`src/sv/sle_pkg.sv`:
```
// ----------------------------------------------------------------------------
// sle_pkg
// Shared opcodes, result status codes and control bundles for the sorted
// list engine.
// ----------------------------------------------------------------------------
package sle_pkg;

  localparam int OPCODE_W = 2;
  localparam int STATUS_W = 3;
  localparam int FIELD_W  = 32;
  localparam int COUNT_W  = 5;

  localparam logic [OPCODE_W-1:0] OP_INSERT = 2'd0;
  localparam logic [OPCODE_W-1:0] OP_SEARCH = 2'd1;
  localparam logic [OPCODE_W-1:0] OP_DELETE = 2'd2;
  localparam logic [OPCODE_W-1:0] OP_LIST   = 2'd3;

  localparam logic [STATUS_W-1:0] ST_INSERTED  = 3'd0;
  localparam logic [STATUS_W-1:0] ST_FOUND     = 3'd1;
  localparam logic [STATUS_W-1:0] ST_NOT_FOUND = 3'd2;
  localparam logic [STATUS_W-1:0] ST_DELETED   = 3'd3;
  localparam logic [STATUS_W-1:0] ST_FULL      = 3'd4;
  localparam logic [STATUS_W-1:0] ST_LISTED    = 3'd5;
  localparam logic [STATUS_W-1:0] ST_EMPTY     = 3'd6;

  typedef struct packed {
    logic exec;   // run a single-result request and load the output
    logic rot;    // emit cell zero and rotate the held entries
    logic last;   // mark the loaded result as final
  } cmd_t;

  typedef struct packed {
    logic empty;  // no entries held
  } sts_t;

endpackage

```
`src/sv/sle_ctrl.sv`:
```
// ----------------------------------------------------------------------------
// sle_ctrl
// Request sequencer: accepts requests, steps list dumps one entry per
// transfer and owns the result valid flag.
// ----------------------------------------------------------------------------
module sle_ctrl #(
  parameter int CW = 5
) (
  input  logic                         clk,
  input  logic                         rst,
  input  logic                         s_tvalid,
  output logic                         s_tready,
  input  logic [sle_pkg::OPCODE_W-1:0] opcode,
  output logic                         m_tvalid,
  input  logic                         m_tready,
  input  logic [CW-1:0]                count,
  input  sle_pkg::sts_t                sts,
  output sle_pkg::cmd_t                cmd
);

  typedef enum logic {IDLE, LIST} state_t;

  state_t        state;
  logic [CW-1:0] idx;
  logic          out_free;
  logic          take;
  logic          start_list;

  assign out_free   = !m_tvalid || m_tready;
  assign s_tready   = (state == IDLE) && out_free;
  assign take       = s_tvalid && s_tready;
  assign start_list = (opcode == sle_pkg::OP_LIST) && !sts.empty;

  always_comb begin
    cmd.exec = take && !start_list;
    cmd.rot  = (state == LIST) && out_free;
    cmd.last = (state != LIST) || (idx == count - CW'(1));
  end

  always_ff @(posedge clk) begin
    if (rst) begin
      state    <= IDLE;
      idx      <= '0;
      m_tvalid <= 1'b0;
    end else begin
      case (state)
        IDLE: begin
          if (take && start_list) begin
            state <= LIST;
            idx   <= '0;
          end
        end
        LIST: begin
          if (cmd.rot) begin
            idx <= idx + CW'(1);
            if (cmd.last) begin
              state <= IDLE;
            end
          end
        end
        default: state <= IDLE;
      endcase
      if (cmd.exec || cmd.rot) begin
        m_tvalid <= 1'b1;
      end else if (m_tready) begin
        m_tvalid <= 1'b0;
      end
    end
  end

endmodule

```
`src/sv/sle_dpath.sv`:
```
// ----------------------------------------------------------------------------
// sle_dpath
// Row of sorted value cells with per-cell compare, shift-insert, shift-delete
// and rotate paths, plus the registered result payload.
// ----------------------------------------------------------------------------
module sle_dpath #(
  parameter int DEPTH       = 16,
  parameter int VALUE_WIDTH = 32,
  parameter int CW          = 5
) (
  input  logic                         clk,
  input  logic                         rst,
  input  logic [sle_pkg::OPCODE_W-1:0] opcode,
  input  logic [sle_pkg::FIELD_W-1:0]  operand_value,
  input  sle_pkg::cmd_t                cmd,
  output sle_pkg::sts_t                sts,
  output logic [CW-1:0]                count,
  output logic [sle_pkg::STATUS_W-1:0] status,
  output logic [sle_pkg::FIELD_W-1:0]  element_value,
  output logic [sle_pkg::COUNT_W-1:0]  entry_count,
  output logic                         last_result
);

  localparam int EW = (VALUE_WIDTH > sle_pkg::FIELD_W) ? VALUE_WIDTH : sle_pkg::FIELD_W;
  localparam int XW = (CW > sle_pkg::COUNT_W) ? CW : sle_pkg::COUNT_W;

  logic signed [VALUE_WIDTH-1:0] cells [DEPTH];
  logic signed [VALUE_WIDTH-1:0] cells_next [DEPTH];
  logic signed [EW-1:0]          op_ext;
  logic signed [VALUE_WIDTH-1:0] val;
  logic signed [EW-1:0]          out_ext;
  logic [DEPTH-1:0]              lt;
  logic [DEPTH-1:0]              eq;
  logic                          hit;
  logic                          full;
  logic [CW-1:0]                 count_next;
  logic [sle_pkg::STATUS_W-1:0]  status_next;
  logic [XW-1:0]                 count_ext;

  assign op_ext = EW'($signed(operand_value));
  assign val    = op_ext[VALUE_WIDTH-1:0];
  assign hit    = |eq;
  assign full   = (count == CW'(DEPTH));
  assign sts.empty = (count == '0);

  for (genvar i = 0; i < DEPTH; i++) begin : g_cell
    logic held;
    assign held  = CW'(i) < count;
    assign lt[i] = held && (cells[i] < val);
    assign eq[i] = held && (cells[i] == val);

    always_comb begin
      cells_next[i] = cells[i];
      if (cmd.rot) begin
        if ((i == DEPTH - 1) || (CW'(i) == count - CW'(1))) begin
          cells_next[i] = cells[0];
        end else begin
          cells_next[i] = cells[(i + 1) % DEPTH];
        end
      end else if (cmd.exec) begin
        if (opcode == sle_pkg::OP_INSERT && !full && !lt[i]) begin
          if (i == 0) begin
            cells_next[i] = val;
          end else if (lt[(i + DEPTH - 1) % DEPTH]) begin
            cells_next[i] = val;
          end else begin
            cells_next[i] = cells[(i + DEPTH - 1) % DEPTH];
          end
        end else if (opcode == sle_pkg::OP_DELETE && hit && !lt[i] && i != DEPTH - 1) begin
          cells_next[i] = cells[(i + 1) % DEPTH];
        end
      end
    end

    if (i == 0) begin : g_head
      always_ff @(posedge clk) begin
        if (rst) begin
          cells[i] <= '0;
        end else begin
          cells[i] <= cells_next[i];
        end
      end
    end else begin : g_body
      always_ff @(posedge clk) begin
        cells[i] <= cells_next[i];
      end
    end
  end

  always_comb begin
    count_next  = count;
    status_next = sle_pkg::ST_NOT_FOUND;
    case (opcode)
      sle_pkg::OP_INSERT: begin
        if (full) begin
          status_next = sle_pkg::ST_FULL;
        end else begin
          status_next = sle_pkg::ST_INSERTED;
          count_next  = count + CW'(1);
        end
      end
      sle_pkg::OP_SEARCH: begin
        status_next = hit ? sle_pkg::ST_FOUND : sle_pkg::ST_NOT_FOUND;
      end
      sle_pkg::OP_DELETE: begin
        if (hit) begin
          status_next = sle_pkg::ST_DELETED;
          count_next  = count - CW'(1);
        end
      end
      sle_pkg::OP_LIST: begin
        status_next = sle_pkg::ST_EMPTY;
      end
      default: status_next = sle_pkg::ST_NOT_FOUND;
    endcase
  end

  always_ff @(posedge clk) begin
    if (rst) begin
      count <= CW'(1);
    end else if (cmd.exec) begin
      count <= count_next;
    end
  end

  assign out_ext = cmd.rot ? EW'(cells[0]) : EW'(val);

  always_ff @(posedge clk) begin
    if (cmd.exec || cmd.rot) begin
      status        <= cmd.rot ? sle_pkg::ST_LISTED : status_next;
      element_value <= out_ext[sle_pkg::FIELD_W-1:0];
      count_ext     <= XW'(cmd.rot ? count : count_next);
      last_result   <= cmd.last;
    end
  end

  assign entry_count = count_ext[sle_pkg::COUNT_W-1:0];

endmodule

```
`src/sv/sorted_list_engine.sv`:
```
// ----------------------------------------------------------------------------
// sorted_list_engine
// Bounded ascending multiset of signed values with insert, search, delete
// and list requests.
// ----------------------------------------------------------------------------
// Single results: a request shows its result in the cycle after transfer.
// List: the first entry follows the LIST state and the output register, then
// one entry per cycle unless stalled. Throughput: 1 request per cycle for
// single results unless stalled; a list blocks input until its last entry.
// Reset: one entry of value 0 held, output empty, ready in the next cycle.
// ----------------------------------------------------------------------------
module sorted_list_engine #(
  parameter int DEPTH       = 16,
  parameter int VALUE_WIDTH = 32
) (
  input  logic        clk,
  input  logic        rst,
  input  logic        s_tvalid,
  output logic        s_tready,
  input  logic [31:0] s_tdata,   // operand_value[31:0]
  input  logic [1:0]  s_tuser,   // opcode[1:0]
  output logic        m_tvalid,
  input  logic        m_tready,
  output logic [39:0] m_tdata,   // element_value[31:0], entry_count[36:32], pad
  output logic [2:0]  m_tuser,   // status[2:0]
  output logic        m_tlast
);

  localparam int CW = $clog2(DEPTH + 1);

  sle_pkg::cmd_t                cmd;
  sle_pkg::sts_t                sts;
  logic [CW-1:0]                count;
  logic [sle_pkg::FIELD_W-1:0]  element_value;
  logic [sle_pkg::COUNT_W-1:0]  entry_count;

  sle_ctrl #(.CW(CW)) u_ctrl (
    .clk      (clk),
    .rst      (rst),
    .s_tvalid (s_tvalid),
    .s_tready (s_tready),
    .opcode   (s_tuser),
    .m_tvalid (m_tvalid),
    .m_tready (m_tready),
    .count    (count),
    .sts      (sts),
    .cmd      (cmd)
  );

  sle_dpath #(.DEPTH(DEPTH), .VALUE_WIDTH(VALUE_WIDTH), .CW(CW)) u_dpath (
    .clk           (clk),
    .rst           (rst),
    .opcode        (s_tuser),
    .operand_value (s_tdata),
    .cmd           (cmd),
    .sts           (sts),
    .count         (count),
    .status        (m_tuser),
    .element_value (element_value),
    .entry_count   (entry_count),
    .last_result   (m_tlast)
  );

  assign m_tdata = {3'b000, entry_count, element_value};

endmodule

```
`config.mk`:
```
export PLATFORM = sky130hd
export DESIGN_NAME = sorted_list_engine
export DESIGN_NICKNAME = d
export VERILOG_FILES = /design/src/sv/sle_pkg.sv /design/src/sv/sle_ctrl.sv /design/src/sv/sle_dpath.sv /design/src/sv/sorted_list_engine.sv
export SDC_FILE = /design/constraint.sdc
export NUM_CORES = 2
export LEC_CHECK = 0
export ABC_CLOCK_PERIOD_IN_PS = 9100
export BUFFER_PORTS_ARGS = -buffer_cell sky130_fd_sc_hd__clkbuf_2
export CORE_ASPECT_RATIO = 1.4
export CORE_MARGIN = 2
export CORE_UTILIZATION = 40
export CTS_CLUSTER_SIZE = 28
export DETAILED_ROUTE_END_ITERATION = 8
export PLACE_DENSITY = 0.6
export SYNTH_ARGS = -nofsm -noshare
export SYNTH_HDL_FRONTEND = slang
export SYNTH_SLANG_ARGS = --single-unit
```
`constraint.sdc`:
```
create_clock -name clk -period 9.1 [get_ports clk]
set_input_delay 0.455 -clock clk [delete_from_list [all_inputs] [get_ports clk]]
set_output_delay 0.455 -clock clk [all_outputs]
set_load 0.02 [all_outputs]
```
=== Word level (Yosys, flattened, before mapping) ===
Memories as Yosys holds them, arrays and structs flattened.
Index checks and enable logic that the tools add are counted.

* Add/sub/neg operators: 3
* Shift operators: 0
* $mul: 0
* Magnitude comparators: 32
* Div/mod/pow operators: 0
* Bitwise gates (word level): 2
* Muxes and demuxes: 115
* Reductions and logical operators: 100
* Eq/ne operators: 37

{| class="wikitable"
|+ Operator list
! cell !! number
|-
| 32-bit two-way mux || 95
|-
| 32-bit equality test || 16
|-
| 32-bit < comparator || 16
|-
| 1-bit logical AND || 71
|-
| 4-bit by 5-bit < comparator with 1-bit output (first input constant) || 8
|-
| 4-bit by 5-bit equality test with 1-bit output (first input constant) || 7
|-
| 5-bit two-way mux || 5
|-
| 3-bit by 5-bit equality test with 1-bit output (first input constant) || 4
|-
| 1-bit logical NOT || 20
|-
| 3-bit by 5-bit < comparator with 1-bit output (first input constant) || 4
|-
| 5-bit one-hot mux with 2 select lines || 2
|-
| 16-bit OR reduction || 1
|-
| 3-bit one-hot mux with 4 select lines || 1
|-
| 5-bit by 1-bit adder with 5-bit output (second input constant) || 2
|-
| 2-bit by 5-bit equality test with 1-bit output (first input constant) || 2
|-
| 5-bit logical NOT || 2
|-
| 1-bit by 5-bit < comparator with 1-bit output (first input constant) || 2
|-
| 2-bit by 5-bit < comparator with 1-bit output (first input constant) || 2
|-
| 1-bit two-way mux || 9
|-
| 1-bit by 5-bit equality test with 1-bit output (first input constant) || 1
|-
| 5-bit equality test || 1
|-
| 5-bit equality test (second input constant) || 1
|-
| 5-bit by 1-bit subtractor with 5-bit output (second input constant) || 1
|-
| 2-bit equality test (second input constant) || 2
|-
| other kinds (12) || 14
|}

* Bits of input ports: 38
* Output and inout port bits: 46
* Register bits: 53
* Memory bits (read-only): 0
* Latch bits: 0
* Logic and storage cells: 298
* Memories kept: 1
* RAM bits: 512

{| class="wikitable"
|+ Memories
! name !! words !! width !! rd ports !! clocked after Yosys merged registers in !! write ports !! RTL line !! RTL
|-
| u_dpath.cells || 16 || 32 || 16 || 0 || 16 || sle_dpath.sv:27 || <nowiki>logic signed [VALUE_WIDTH-1:0] cells [DEPTH];</nowiki>
|}

=== Logic depth before layout (Yosys ltp) ===
An unclocked memory read counts as a cell.

* Word-level depth: 11
* Gate-level depth with buffers: 13
* Gate-level depth less buffers: 10

=== Modules after synthesis ===
Synthesis repeated with hierarchy kept, for this count alone.

* Cells, all modules: 4904
* Area, all modules: 48227.5 um^2

{| class="wikitable"
|+ Modules (own cells, without submodules)
! module !! cells each !! times used !! seq. area each (um^2) !! area each (um^2)
|-
| sle_dpath || 4841 || 1 || 16385.7 || 47702.0
|-
| sle_ctrl || 59 || 1 || 140.1 || 499.2
|-
| sorted_list_engine || 4 || 1 || 0.0 || 26.3
|}

=== Worst setup path before layout ===
Ideal clock, no wire load.

* Path type: input -> register
* From: input port s_tdata[13]
* To: memory u_dpath.cells[2][0] (netlist: u_dpath.cells[0][64]), enable pin
* Arrival time: 4.972 ns
* Stages on the path: 10
* Data required time: 8.634 ns
* Setup time: 0.466 ns
* Path buffers: 2
* Slack: 3.663 ns
* Path through: inv_1 ha_1 a21oi_1 nor2_1 a2111o_1 o32ai_1 mux2_2 buf_4 buf_2 o21ai_0

{| class="wikitable"
|+ RTL lines
! what !! RTL line !! RTL
|-
| from (decl) || sorted_list_engine.sv:20 || <nowiki>input logic [31:0] s_tdata,</nowiki>
|-
| to (decl) || sle_dpath.sv:27 ||
|}

==> impl_metrics.tcl <==
set metrics [dict create \
    final_common_cell "edfxtp_1" \
    antenna_cells 0 \
    synth.distinct_cells 88 \
    cts_sinks 565 \
    clock-root-buffer "clkbuf_16" \
    cts_hold_buf 0 \
    gp_congestion 0.9917 \
    cts_tree "built" \
    syn_area_per_cell_um2 9.740 \
    critPathKind "in -> reg" \
    async_reset_ff_share_pct 0 \
    grt_pass1_vias 38820 \
    maxCapViolCount 0 \
    cp_data_required_time_ps 9410 \
    critPathSlowestCell "o21ai_2" \
    drive_gt1_share_pct 9.178 \
    fin_skew_ps 25.34 \
    grt-ovfl-total 0 \
    crit_path_cell_trace "clkbuf_2 > inv_1 > ha_1 > nand4_1 > nor4_1 > nand4_1 > o2111ai_2 > nor4_2 > buf_4 > a21oi_1 > nand2_1 > o21ai_2 > buf_4" \
    ys_top_cells_by_area "edfxtp_1 (36%), ha_1 (15%), mux2i_1 (8.1%), o221ai_1 (3.2%), nand2_1 (3.0%)" \
    status "finished clean" \
    dieHeight_um 396.5 \
    cts_buffer_depth 3 \
    layout_setup_ws_ps 2685 \
    setup_viol 0 \
    grt_pass1_wl_um 258600 \
    io_buffers 80 \
    die_width_um 284.4 \
    max_slew_margin_pct 11.15 \
    start_util_pct 40.18 \
    post_drt_wl_per_cell_um 29.76 \
    ys_warn_count 0 \
    viasPerCell 6.599 \
    max_stage_delay_ps 1110 \
    cts_max_level 3 \
    yosys_most_used_dff "edfxtp_1" \
    cts_resized 0 \
    area_delta_synth_final_pct 9.660 \
    rsz0062_at_grt "no" \
    tightestPinTransition_ps 1330 \
    ys_seq_elements 565 \
    cts_buffers 66 \
    antenna_found_initial 2 \
    pin_count 84 \
    irDropWorstVdd_mv 0.1521 \
    dieArea_um2 112700 \
    hold_class "in -> reg" \
    crit_buf_inv 4 \
    synth_edf_count 521 \
    p_leak_nw 19.74 \
    final_cell_area_um2 48270 \
    totalWireLength_um 177700 \
    synth_top_area_share_pct 35.55 \
    rows 144 \
    grt_max_degree 72 \
    cp.arrival_ps 6730 \
    drtIter0Drc 3891 \
    clock.fmax_mhz 155.9 \
    drcViolationCount 0 \
    hold_viol_final 0 \
    post_dp_cell_area_um2 46070 \
    drt-pass1-iter-count 9 \
    ys_seq_area_share_pct 37.55 \
    final_antenna_net_count 0 \
    yosysTopAreaCell "edfxtp_1" \
    setup_tns_ps 0 \
    clock_latency_ps 670 \
    period_minus_slack_ps 6415 \
    postCtsSetupBuffers 0 \
    cp-start-kind "primary input" \
    fp.coreArea_um2 109500 \
    cp_top_family "simple AND/OR/NAND/NOR gates" \
    clk_pin_slew_ps 60 \
    drv_slew 0 \
    power_density_nw_per_um2 174.6 \
    end_kind "register" \
    dpl_worst_slack_ps 2271 \
    synthCells 4519 \
    critPathMaxFanout 20 \
    syn_area_um2 44010 \
    dr_total_vias 39400 \
    layout.nets 5017 \
    grtUsageTotal_pct 30.57 \
    finalCritPeriodShare_pct 70.49 \
    layout_common_cells "edfxtp_1 (521), ha_1 (519), mux2i_1 (355)" \
    post-dp-hpwl_um 129200 \
]
power by group:
part / switching, mW / internal, mW
clock: 1.24 / 1.63
combinational: 1.37 / 0.756
sequential: 0.267 / 3.17
total: 2.87 / 5.55
worst reg2reg max path, stage by stage (launching register included):
cell and delay (ps):
dfxtp_1 880, ha_1 280, nand4_1 160, nor4_1 670, nand4_1 620, o2111ai_2 270, nor4_2 120, buf_4 210
a21oi_1 190, nand2_1 630, o21ai_2 1120, buf_4 530
cells by family after synthesis:
logic type | synth area share (%)
DFF | 37.55
muxes | 9.066
AOI/OAI and AO/OA | 20.41
buffers and inverters | 5.484
and+or+nand+nor | 12.44
other | 0.008520
xor gates and xnor gates | 0.2985
adders and majority gates | 14.75
registers in the layout, summed over array words and instances (netlist names):
signal                 count
u_dpath.cells            512
u_dpath.element_value     32
u_ctrl.idx                 5
u_dpath.count              5
u_dpath.entry_count        5
u_dpath.status             3
u_ctrl.m_tvalid            1
u_ctrl.state               1
u_dpath.last_result        1
per-layer routing:
metal	up-vias	part of all wire (%)	wire length (µm)	GRT usage, %
li1	17373	-	-	-
met1	19402	37	65620	34.48
met2	1946	48	84540	51.22
met3	675	6.1	10820	4.374
met4	4	9.4	16680	25.49
met5	-	0.014	24	0
Yosys cell counts, types with 34 or more instances:
master	count
edfxtp_1	521
ha_1	519
mux2i_1	357
nand2_1	347
nor2_1	266
inv_1	253
a21oi_1	244
clkbuf_1	238
o21ai_0	191
nand3_1	176
o221ai_1	161
a211oi_1	122
nor3_1	122
nand4_1	118
o211ai_1	90
buf_2	69
a21o_1	68
a221o_1	67
dfxtp_1	44
a31oi_1	43
a211o_1	38
mux2_2	34
stage by stage:
| stage | total power [mW] | instances | util [%] | hold WS, ps |
|---|---|---|---|---|
| 2_1_floorplan | 4.768 | 4521 | - | 488.8 |
| 3_3_place_gp | 5.506 | 5851 | 42.06 | 521.9 |
| 3_5_place_dp | 5.549 | 5851 | 42.06 | 529.4 |
| 4_1_cts | 8.385 | 5970 | 44.05 | 108.6 |
| 5_1_grt | 8.701 | 5971 | 44.06 | 156.8 |
| 6_report | 8.426 | 5971 | 44.06 | 124.5 |
area by class of cell:
class | instances | area [µm²]
fillers | 10717 | 61280
multi-input cells | 3357 | 25360
flip-flops and latches | 565 | 16530
clock buffers | 84 | 1833
well taps | 1460 | 1827
repair buffers | 215 | 1411
inverters | 255 | 957.2
clock inverters | 35 | 352.8
path summary, 6_finish.rpt:
path	from	endpoint	slack, ps	depth (start not counted)
worst max-delay path	s_tdata[27]	u_dpath.cells[1][73]	2690	13
worst max register to register	u_dpath.cells[0][23]	u_dpath.cells[1][73]	3030	11
worst min-delay path	rst	u_ctrl.idx[1]	120	2
worst min register to register	u_ctrl.idx[1]	u_ctrl.idx[1]	540	2
Note: power is estimated with default switching activity, not from simulation.
